--- src/design/sdl_pkg.sv ---
// Shared types and constants for the symmetric difference list block.
// No dependencies; imported by symmetric_difference_lists (sdl_ram is generic).
package sdl_pkg;

  localparam int LIST_DEPTH = 16;
  localparam int IDX_W      = (LIST_DEPTH > 1) ? $clog2(LIST_DEPTH) : 1;
  localparam int CNT_W      = IDX_W + 1;
  localparam int ELEM_W     = 32;

  typedef enum logic [1:0] {
    OP_APPEND_A = 2'd0,
    OP_APPEND_B = 2'd1,
    OP_COMPARE  = 2'd2,
    OP_CLEAR    = 2'd3
  } sdl_op_t;

  typedef enum logic [2:0] {
    ST_IDLE,
    ST_KEY_RD,
    ST_KEY_LATCH,
    ST_SCAN,
    ST_EMIT,
    ST_FINISH
  } sdl_state_t;

  typedef struct packed {
    logic [1:0]         operation;
    logic signed [31:0] value;
  } sdl_in_t;

  typedef struct packed {
    logic signed [31:0] element;
    logic               source_list;
    logic               element_valid;
    logic               last_result;
    logic               overflow_seen;
  } sdl_out_t;

endpackage

--- src/design/sdl_ram.sv ---
// Simple dual-port RAM: one write port, one read port, registered read data.
// Generic; no package dependencies.
module sdl_ram #(
  parameter int DEPTH = 16,
  parameter int WIDTH = 32,
  parameter int AW    = (DEPTH > 1) ? $clog2(DEPTH) : 1
) (
  input  logic             clk,
  input  logic             we,
  input  logic [AW-1:0]    waddr,
  input  logic [WIDTH-1:0] wdata,
  input  logic [AW-1:0]    raddr,
  output logic [WIDTH-1:0] rdata
);

  logic [WIDTH-1:0] mem [DEPTH];
  logic [WIDTH-1:0] rdata_r;

  always_ff @(posedge clk) begin
    if (we) begin
      mem[waddr] <= wdata;
    end
  end

  always_ff @(posedge clk) begin
    rdata_r <= mem[raddr];
  end

  assign rdata = rdata_r;

endmodule

--- src/design/symmetric_difference_lists.sv ---
// Symmetric difference of two bounded lists: append, compare and clear items.
// Depends on sdl_pkg and two sdl_ram instances (one per list).
// Append and clear are taken in idle; a new item is taken every cycle while no compare runs.
// Compare: per source element the key is fetched (KEY_RD, KEY_LATCH), then the other
//   list is scanned until a match, an unmatched key is emitted (EMIT), and FINISH closes;
//   the single compare walk runs over the two RAM read ports, one list after the other.
//   Inputs stall while it runs.
// Reset (rst_n, sync, active low) empties both lists and the overflow bit; RAMs
//   are not cleared, entries past the counts are never used.
module symmetric_difference_lists
  import sdl_pkg::*;
(
  input  logic     clk,
  input  logic     rst_n,
  input  logic     in_valid,
  output logic     in_stall,
  input  sdl_in_t  in_item,
  output logic     out_valid,
  input  logic     out_stall,
  output sdl_out_t out_item
);

  // ---------------------------------------------------------------------------
  // State
  // ---------------------------------------------------------------------------
  sdl_state_t state_r, state_nxt, adv_state;

  logic [CNT_W-1:0]  cnt_a_r, cnt_b_r;
  logic              ovf_r;
  logic              phase_r;       // 0: walking A against B, 1: B against A
  logic [IDX_W-1:0]  i_r;           // index into the source list
  logic [IDX_W-1:0]  j_r;           // index into the other list
  logic [ELEM_W-1:0] key_r;         // source element under test

  // one result held back so the final one can carry last_result
  logic              pend_v_r;
  logic [ELEM_W-1:0] pend_elem_r;
  logic              pend_src_r;

  logic              out_valid_r;
  sdl_out_t          out_item_r;

  // ---------------------------------------------------------------------------
  // RAMs
  // ---------------------------------------------------------------------------
  logic              we_a, we_b;
  logic [IDX_W-1:0]  waddr_a, waddr_b;
  logic [IDX_W-1:0]  addr_a, addr_b, scan_addr;
  logic [ELEM_W-1:0] rd_a, rd_b;

  sdl_ram #(.DEPTH(LIST_DEPTH), .WIDTH(ELEM_W), .AW(IDX_W)) u_ram_a (
    .clk   (clk),
    .we    (we_a),
    .waddr (waddr_a),
    .wdata (in_item.value),
    .raddr (addr_a),
    .rdata (rd_a)
  );

  sdl_ram #(.DEPTH(LIST_DEPTH), .WIDTH(ELEM_W), .AW(IDX_W)) u_ram_b (
    .clk   (clk),
    .we    (we_b),
    .waddr (waddr_b),
    .wdata (in_item.value),
    .raddr (addr_b),
    .rdata (rd_b)
  );

  // ---------------------------------------------------------------------------
  // Control decode
  // ---------------------------------------------------------------------------
  logic              in_take, is_cmp;
  logic [CNT_W-1:0]  src_cnt, oth_cnt;
  logic [ELEM_W-1:0] src_rdata, oth_rdata;
  logic              i_last, j_last, hit;
  logic              slot_free, emit_go, fin_go, adv_go, out_load;
  sdl_out_t          out_nxt;

  always_comb begin
    in_stall  = (state_r != ST_IDLE);
    in_take   = in_valid && !in_stall;
    is_cmp    = (sdl_op_t'(in_item.operation) == OP_COMPARE);

    src_cnt   = phase_r ? cnt_b_r : cnt_a_r;
    oth_cnt   = phase_r ? cnt_a_r : cnt_b_r;
    src_rdata = phase_r ? rd_b : rd_a;
    oth_rdata = phase_r ? rd_a : rd_b;

    // scan reads run one index ahead of the compare (registered RAM read data)
    scan_addr = (state_r == ST_SCAN) ? (j_r + IDX_W'(1)) : '0;
    addr_a    = phase_r ? scan_addr : i_r;
    addr_b    = phase_r ? i_r : scan_addr;

    // appends: RAM writes only happen in idle, compares only read, so no overlap
    we_a    = in_take && (sdl_op_t'(in_item.operation) == OP_APPEND_A)
              && (cnt_a_r < CNT_W'(LIST_DEPTH));
    we_b    = in_take && (sdl_op_t'(in_item.operation) == OP_APPEND_B)
              && (cnt_b_r < CNT_W'(LIST_DEPTH));
    waddr_a = cnt_a_r[IDX_W-1:0];
    waddr_b = cnt_b_r[IDX_W-1:0];

    i_last = (({1'b0, i_r} + CNT_W'(1)) == src_cnt);
    j_last = (({1'b0, j_r} + CNT_W'(1)) == oth_cnt);
    hit    = (oth_rdata == key_r);

    slot_free = !out_valid_r || !out_stall;
    emit_go   = (state_r == ST_EMIT) && (!pend_v_r || slot_free);
    fin_go    = (state_r == ST_FINISH) && slot_free;
    adv_go    = ((state_r == ST_SCAN) && hit) || emit_go;
    out_load  = (emit_go && pend_v_r) || fin_go;

    out_nxt.element       = signed'(pend_elem_r);
    out_nxt.source_list   = pend_src_r;
    out_nxt.element_valid = 1'b1;
    out_nxt.last_result   = fin_go;
    out_nxt.overflow_seen = ovf_r;
    if (fin_go && !pend_v_r) begin
      // nothing dissimilar: single marker result
      out_nxt.element       = '0;
      out_nxt.source_list   = 1'b0;
      out_nxt.element_valid = 1'b0;
    end
  end

  // ---------------------------------------------------------------------------
  // Next state
  // ---------------------------------------------------------------------------
  always_comb begin
    if (!i_last) begin
      adv_state = ST_KEY_RD;
    end else if (!phase_r && (cnt_b_r != '0)) begin
      adv_state = ST_KEY_RD;
    end else begin
      adv_state = ST_FINISH;
    end
  end

  always_comb begin
    state_nxt = state_r;
    case (state_r)
      ST_IDLE: begin
        if (in_take && is_cmp) begin
          state_nxt = ((cnt_a_r != '0) || (cnt_b_r != '0)) ? ST_KEY_RD : ST_FINISH;
        end
      end
      ST_KEY_RD:    state_nxt = ST_KEY_LATCH;
      ST_KEY_LATCH: state_nxt = (oth_cnt == '0) ? ST_EMIT : ST_SCAN;
      ST_SCAN: begin
        if (hit) begin
          state_nxt = adv_state;
        end else if (j_last) begin
          state_nxt = ST_EMIT;
        end
      end
      ST_EMIT: begin
        if (emit_go) begin
          state_nxt = adv_state;
        end
      end
      ST_FINISH: begin
        if (fin_go) begin
          state_nxt = ST_IDLE;
        end
      end
      default: state_nxt = ST_IDLE;
    endcase
  end

  // ---------------------------------------------------------------------------
  // Registers
  // ---------------------------------------------------------------------------
  always_ff @(posedge clk) begin
    if (!rst_n) begin
      state_r     <= ST_IDLE;
      cnt_a_r     <= '0;
      cnt_b_r     <= '0;
      ovf_r       <= 1'b0;
      pend_v_r    <= 1'b0;
      out_valid_r <= 1'b0;
      phase_r     <= 1'b0;
      i_r         <= '0;
    end else begin
      state_r <= state_nxt;

      if (in_take) begin
        case (sdl_op_t'(in_item.operation))
          OP_APPEND_A: begin
            if (we_a) begin
              cnt_a_r <= cnt_a_r + CNT_W'(1);
            end else begin
              ovf_r <= 1'b1;
            end
          end
          OP_APPEND_B: begin
            if (we_b) begin
              cnt_b_r <= cnt_b_r + CNT_W'(1);
            end else begin
              ovf_r <= 1'b1;
            end
          end
          OP_CLEAR: begin
            cnt_a_r <= '0;
            cnt_b_r <= '0;
            ovf_r   <= 1'b0;
          end
          default: begin
          end
        endcase
      end

      // walk position
      if (in_take && is_cmp) begin
        phase_r <= (cnt_a_r == '0);
        i_r     <= '0;
      end else if (adv_go) begin
        if (!i_last) begin
          i_r <= i_r + IDX_W'(1);
        end else if (!phase_r) begin
          phase_r <= 1'b1;
          i_r     <= '0;
        end
      end

      if (emit_go) begin
        pend_v_r <= 1'b1;
      end else if (fin_go) begin
        pend_v_r <= 1'b0;
      end

      if (out_load) begin
        out_valid_r <= 1'b1;
      end else if (out_valid_r && !out_stall) begin
        out_valid_r <= 1'b0;
      end
    end
  end

  // payload registers
  always_ff @(posedge clk) begin
    if (state_r == ST_KEY_LATCH) begin
      key_r <= src_rdata;
      j_r   <= '0;
    end else if (state_r == ST_SCAN) begin
      j_r <= j_r + IDX_W'(1);
    end
    if (emit_go) begin
      pend_elem_r <= key_r;
      pend_src_r  <= phase_r;
    end
    if (out_load) begin
      out_item_r <= out_nxt;
    end
  end

  assign out_valid = out_valid_r;
  assign out_item  = out_item_r;

  // ---------------------------------------------------------------------------
  // Assertions
  // ---------------------------------------------------------------------------
  a_cnt_a_range: assert property (@(posedge clk) disable iff (!rst_n)
    cnt_a_r <= CNT_W'(LIST_DEPTH))
    else $error("list A count beyond depth");

  a_cnt_b_range: assert property (@(posedge clk) disable iff (!rst_n)
    cnt_b_r <= CNT_W'(LIST_DEPTH))
    else $error("list B count beyond depth");

  a_lists_frozen: assert property (@(posedge clk) disable iff (!rst_n)
    (state_r != ST_IDLE) |=> ($stable(cnt_a_r) && $stable(cnt_b_r) && $stable(ovf_r)))
    else $error("list state changed during compare");

  a_no_pend_idle: assert property (@(posedge clk) disable iff (!rst_n)
    (state_r == ST_IDLE) |-> !pend_v_r)
    else $error("held result left over after compare");

  a_finish_last: assert property (@(posedge clk) disable iff (!rst_n)
    fin_go |=> (out_valid_r && out_item_r.last_result && state_r == ST_IDLE))
    else $error("compare closed without a last result");

endmodule
--- config.mk ---
export PLATFORM = sky130hd
export DESIGN_NAME = symmetric_difference_lists
export DESIGN_NICKNAME = d
export VERILOG_FILES = /design/src/design/sdl_pkg.sv /design/src/design/sdl_ram.sv /design/src/design/symmetric_difference_lists.sv
export SDC_FILE = /design/constraint.sdc
export NUM_CORES = 2
export LEC_CHECK = 0
export ABC_AREA = 1
export BUFFER_PORTS_ARGS = -buffer_cell sky130_fd_sc_hd__buf_2
export CAP_MARGIN = 10
export CORE_ASPECT_RATIO = 1.5
export CORE_MARGIN = 5
export CORE_UTILIZATION = 52
export DETAILED_ROUTE_END_ITERATION = 10
export PLACE_DENSITY_LB_ADDON = 0.2
export SETUP_SLACK_MARGIN = 0.2
export SLEW_MARGIN = 20
export SYNTH_ARGS = -nofsm -noshare
export SYNTH_HDL_FRONTEND = slang
export SYNTH_SLANG_ARGS = --single-unit
--- constraint.sdc ---
create_clock -name clk -period 4.61 [get_ports clk]
set_clock_uncertainty 0.15 [all_clocks]
set_input_delay 0.461 -clock clk [delete_from_list [all_inputs] [get_ports clk]]
set_output_delay 0.461 -clock clk [all_outputs]
set_load 0.05 [all_outputs]
== After elaboration in Yosys (flattened, before gate mapping) ==
Memories as Yosys holds them, arrays and structs flattened. A register that Yosys moved wholly into a read port is not among the register bits.
Cells that the tools add are included.

* Add/subtract/negate cells: 6
* Multiply operators: 0
* Divide/modulo/power cells: 0
* $lt $le $gt $ge: 2
* Equality and inequality tests: 20
* Shifts and indexed selects: 0
* Mux-type cells: 38
* Bitwise operators: 1
* Reductions and logical operators: 44

{| class="wikitable"
|+ Operators with widths
! kind !! number
|-
| $mux W32 || 2
|-
| $eq A32 B32 Y1 || 1
|-
| $mux W3 || 9
|-
| $mux W4 || 5
|-
| $mux W5 || 4
|-
| $pmux W5 S2 || 2
|-
| $pmux W3 S6 || 1
|-
| $mux W1 || 14
|-
| $logic_and A1 B1 Y1 || 13
|-
| $ne A2 B2 Y1 const B || 6
|-
| $reduce_bool A2 Y1 || 6
|-
| $add A4 B1 Y5 const B || 2
|-
| $add A5 B1 Y5 const B || 2
|-
| $eq A5 B5 Y1 || 2
|-
| $logic_not A5 Y1 || 2
|-
| $lt A5 B5 Y1 const B || 2
|-
| $reduce_bool A5 Y1 || 2
|-
| $add A4 B1 Y4 const B || 2
|-
| $reduce_and A4 Y1 || 2
|-
| $eq A3 B2 Y1 const B || 2
|-
| $eq A3 B3 Y1 const B || 2
|-
| $reduce_and A3 Y1 || 2
|-
| $reduce_bool A3 Y1 || 2
|-
| $logic_not A1 Y1 || 5
|-
| other kinds (12) || 19
|}

* Register bits after elaboration: 126
* Latch bits: 0
* RAM bits: 1,024
* Memory bits (read-only): 0
* Input bits: 38
* Word-level logic and storage cells: 130
* Memories kept: 2

{| class="wikitable"
|+ Memory list
! memory !! depth !! width !! rd ports !! clocked after memory_dff !! write ports !! line !! source
|-
| u_ram_a.mem || 16 || 32 || 1 || 1 || 1 || sdl_ram.sv:16 || <nowiki>logic [WIDTH-1:0] mem [DEPTH];</nowiki>
|-
| u_ram_b.mem || 16 || 32 || 1 || 1 || 1 || sdl_ram.sv:16 ||
|}

== Logic depth before layout (Yosys ltp) ==
* Depth in word-level cells: 7
* Mapped depth: 17
* Gate-level depth less buffers: 15

== Modules after synthesis ==
Synthesis repeated with hierarchy kept, for this count alone.

* Cell total of the unflattened synthesis: 5,067
* Area, all modules: 52,072.4 µm²

{| class="wikitable"
|+ By module, submodules not included
! module !! instances !! cells each !! area each (µm²) !! sequential area each (µm²)
|-
| sdl_ram at u_ram_a || 1 || 2,120 || 22,744.3 || 16,015.4
|-
| sdl_ram at u_ram_b || 1 || 2,120 || 22,730.6 || 16,015.4
|-
| symmetric_difference_lists || 1 || 827 || 6,597.6 || 3,533.4
|}

== Least setup slack after synthesis ==
Ideal clock, no wire load.

* Path type: reg-to-reg
* Start point: reg state_r[0]
* End point: reg i_r[2]
* Setup time: 0.116 ns
* Arrival time: 2.940 ns
* Data required time: 4.344 ns
* Slack: 1.404 ns
* Stages on the path, launching flop included: 11
* Path buffers: 0
* Period minus slack after synthesis: 3.206 ns
* Cell sequence: dfxtp_1 -> nor2_1 -> inv_1 -> nor2_1 -> inv_1 -> a21oi_1 -> inv_1 -> nand2_1 -> nand2_1 -> nand2_1 -> a21oi_1

* Elaborated cells between the ends (all ways): 11
* Those cells by class: 2 x eq/ne; 9 x reduce/logical

{| class="wikitable"
|+ RTL lines
! element !! line !! source
|-
| start, declared || symmetric_difference_lists.sv:26 || <nowiki>sdl_state_t state_r, state_nxt, adv_state;</nowiki>
|-
| start signal, assigned || symmetric_difference_lists.sv:183 || <nowiki>state_r <= state_nxt;</nowiki>
|-
| $eq A3 B3 Y1 || symmetric_difference_lists.sv:107 || <nowiki>emit_go = (state_r == ST_EMIT) && (!pend_v_r || slot_free);</nowiki>
|-
| $logic_and A1 B1 Y1 || symmetric_difference_lists.sv:107 ||
|-
| via emit_go || symmetric_difference_lists.sv:76 || <nowiki>logic slot_free, emit_go, fin_go, adv_go, out_load;</nowiki>
|-
| $logic_or A1 B1 Y1 || symmetric_difference_lists.sv:109 || <nowiki>adv_go = ((state_r == ST_SCAN) && hit) || emit_go;</nowiki>
|-
| $reduce_and A2 Y1 (no line) || -- ||
|-
| end signal, assigned || symmetric_difference_lists.sv:217 || <nowiki>i_r <= i_r + IDX_W'(1);</nowiki>
|-
| end, declared || symmetric_difference_lists.sv:31 || <nowiki>logic [IDX_W-1:0] i_r;</nowiki>
|}

The timed path passes the listed nets, and every way through them passes these cells.
A chain may end at the register's enable or synchronous reset.

== Final worst setup path ==
* Start point: reg phase_r
* End point: reg u_ram_a.rdata_r[0], in the netlist u_ram_a.rdata[0], read port of u_ram_a.mem

* Word-level cells in the longest chain between the ends: 1

{| class="wikitable"
|+ RTL lines
! element !! line !! source
|-
| start, declared || symmetric_difference_lists.sv:30 || <nowiki>logic phase_r;</nowiki>
|-
| start signal, assigned || symmetric_difference_lists.sv:213 || <nowiki>phase_r <= (cnt_a_r == '0);</nowiki>
|-
| $mux W4 || symmetric_difference_lists.sv:91 || <nowiki>addr_a = phase_r ? scan_addr : i_r;</nowiki>
|-
| end, declared || sdl_ram.sv:17 || <nowiki>logic [WIDTH-1:0] rdata_r;</nowiki>
|}

No other way between the ends.

==> impl_metrics.env <==
export IMPL_postSynthAreaPerCell_um2=12.40
export IMPL_synth_top_flop_cell="edfxtp_1"
export IMPL_cts_buffers=109
export IMPL_r2r_slack_ns=1.31
export IMPL_seq_power_share_pct=51.0
export IMPL_die_w_um=260
export IMPL_antenna_found_initial=2
export IMPL_postCtsResizedCells=0
export IMPL_synth_area_leaders="edfxtp_1 69%, a21oi_1 5.5%, o21ai_0 5.4%"
export IMPL_drive_above_1_share_pct=9.800
export IMPL_r2r_start="phase_r"
export IMPL_worstHoldStart="in_valid"
export IMPL_rows=137
export IMPL_synthArstFlopShare_pct=0
export IMPL_period_minus_slack_ns=3.296
export IMPL_peakVddDrop_mv=0.3444
export IMPL_path_clk_slew_ns=0.06
export IMPL_vias_per_cell=5.851
export IMPL_synthCells=3932
export IMPL_hold_depth=5
export IMPL_final_min_period_over_clock_period_pct=71.49
export IMPL_whs_endpoint="ovf_r"
export IMPL_place_congestion=0.8761
export IMPL_synthDominantCellAreaShare_pct=69.30
export IMPL_fp_dieH_um=385
export IMPL_cts_setup_buffers=0
export IMPL_synth_seq_area_share_pct=72.95
export IMPL_cp_required_ns=5.10
export IMPL_yosys_cell_types_count=34
export IMPL_yosys_warnings=0
export IMPL_status="completed"
export IMPL_finalPower_mw=25.43
export IMPL_area_growth_pct=12.44
export IMPL_final_cell_mix="1,125 x edfxtp_1, 533 x a21oi_1, 530 x o21ai_0"
export IMPL_seq_area_um2=35570
export IMPL_numPortBuffers=75
export IMPL_ys_ff_latch=1214
export IMPL_maxSlewViolCount=0
export IMPL_power_density_nw_per_um2=463.8
export IMPL_cp_arrival_ns=3.78
export IMPL_setup_viol=0
export IMPL_initial_core_util_pct=52.38
export IMPL_yosysTopAreaCell="edfxtp_1"
export IMPL_reg2reg_depth=7
export IMPL_dpl_hpwl_um=77270
export IMPL_cts_max_level=3
export IMPL_critPathKind="reg2reg"
export IMPL_hold_viol=0
export IMPL_intPower_mw=18.81
export IMPL_hold_class="in2reg"
export IMPL_grt_overflow_total=0
export IMPL_rsz0062_at_grt="no"
export IMPL_max_freq_mhz=303.4
export IMPL_drtAntennaViolNets=0
export IMPL_cts_num_sinks=1214
export IMPL_core_um2=93080
export IMPL_p_switching_mw=6.618
export IMPL_ioPinCount=76
export IMPL_syn_nets=3980
export IMPL_multi_input_area_um2=10970
export IMPL_grt_usage_pct=25.59
export IMPL_synth_area_um2=48750
export IMPL_cts_tree="done"
export IMPL_grt_pass1_wl_um=191400
export IMPL_worst_slew_pin_slew_ns=1.077
export IMPL_drtIter0Drc=3166
export IMPL_end_kind="register"
export IMPL_worst_r2r_endpoint="u_ram_a.rdata[0]"
export IMPL_clock_power_share_pct=36.6
export IMPL_cp_max_fo=64
export IMPL_tns_ns=0
export IMPL_clockBufferDepth=3
export IMPL_clkLatencyLatePin_ns=0.70
export IMPL_root_buffer="clkbuf_16"
export IMPL_start_kind="register"
export IMPL_grt_max_degree=145
export IMPL_max_slew_margin_pct=28.06
export IMPL_grt_pass1_vias=30263
export IMPL_power_frac_comb_pct=12.4
export IMPL_layout_commonest_cell="edfxtp_1"
export IMPL_vias=31028
export IMPL_drtPass1Iterations=6
export IMPL_fillers=7373
export IMPL_drc_errors=0
export IMPL_synth_edf_count=1125
export IMPL_wl_um=129800
export IMPL_max_cap_viol_count=0
export IMPL_switching_share_pct=26.03
export IMPL_die_area_um2=100100
export IMPL_final_nets=4003
export IMPL_p_leak_nw=18.75
export IMPL_avgRoutedWirePerCell_um=24.47
## how the worst max path moves through the flow
stage	startpoint	slack, ns	to	cells past startpoint
3_5_place_dp	phase_r	1.34	u_ram_a.rdata[0]	7
2_1_floorplan	state_r[0]	1.40	i_r[2]	10
5_1_grt	phase_r	1.05	u_ram_a.rdata[11]	9
3_3_place_gp	state_r[0]	1.36	u_ram_a.mem[8][17]	10
4_1_cts	phase_r	1.32	u_ram_a.rdata[0]	7
6_report	phase_r	1.31	u_ram_a.rdata[0]	7
## sequential cells by signal, indices dropped and copies added, names as in the netlist, 3 cells and up
name	count
u_ram_b.rdata	32
pend_elem_r	32
key_r	32
out_item	36
i_r	4
cnt_b_r	5
u_ram_a.rdata	32
u_ram_a.mem	512
state_r	3
u_ram_b.mem	512
cnt_a_r	5
j_r	4
## critical path, cell delays in order, from the launching register on
cell	delay, ns
dfxtp_4	0.63
inv_4	0.38
o21ai_4	0.95
buf_4	0.40
o21ai_0	0.12
o211ai_1	0.33
nand3_1	0.12
nand2_1	0.10
## power groups by stage
stage / sequential, mW / combinational, mW / clock (mW)
global route: 13.0 / 3.51 / 9.90
CTS: 13.0 / 3.16 / 9.44
finish: 13.0 / 3.16 / 9.31
global placement: 13.2 / 3.08 / 0
floorplan: 13.0 / 2.07 / 0
detailed placement: 13.2 / 3.14 / 0
## layout make-up
class                           count  area share, %
Antenna cell                        1       0.004565
Clock buffer                      147          5.535
Clock inverter                     60          1.171
Inverter                          385          2.643
Multi-Input combinational cell   2073          20.01
Sequential cell                  1214          64.89
Tap cell                         1251          2.856
Timing Repair Buffer              172          2.894
## metal layers
| metal | vias up | global-route usage (%) | routed length, um |
|---|---|---|---|
| li1 | 14325 | - | - |
| met1 | 15353 | 31.24 | 48610 |
| met2 | 1062 | 45.86 | 68240 |
| met3 | 288 | 3.144 | 7139 |
| met4 | 0 | 11.10 | 5787 |
| met5 | - | 0 | 0 |
## cells by family after synthesis
family	share of synthesized area [%]
DFF	72.95
buffers and inverters	5.315
adders and majority gates	0.2567
and+or+nand+nor	5.415
xor gates and xnor gates	0.2336
AOI/OAI and AO/OA	15.83
## synth_stat cells (all sizes together) (7+ instances only)
cell,instances
edfxtp,1125
nand2,452
a21oi,534
nand3b,19
dfxtp,89
ha,10
o211ai,257
nor2,69
inv,384
clkbuf,151
o21ai,614
nand3,90
buf,109
xnor2,7
## timing repair
action | CTS | global route
setup endpoints to repair | 0 | 0
endpoints found under the hold margin | 7 | 0
hold buffers | 3 | 0
## through the flow
stage               instances  utilization, %  hold slack [ns]  setup WS [ns]  instance area [um2]
finish                   5303           58.89          0.07456          1.314                54820
global route             5302           58.89          0.09482          1.047                54810
CTS                      5302           58.89          0.02096          1.317                54810
detailed placement       5092           54.91           0.2838          1.344                51110
global placement         5092           54.91           0.2657          1.364                51110
floorplan                3932               -           0.2582          1.404                48750
Note: power is estimated with default switching activity, not from simulation.
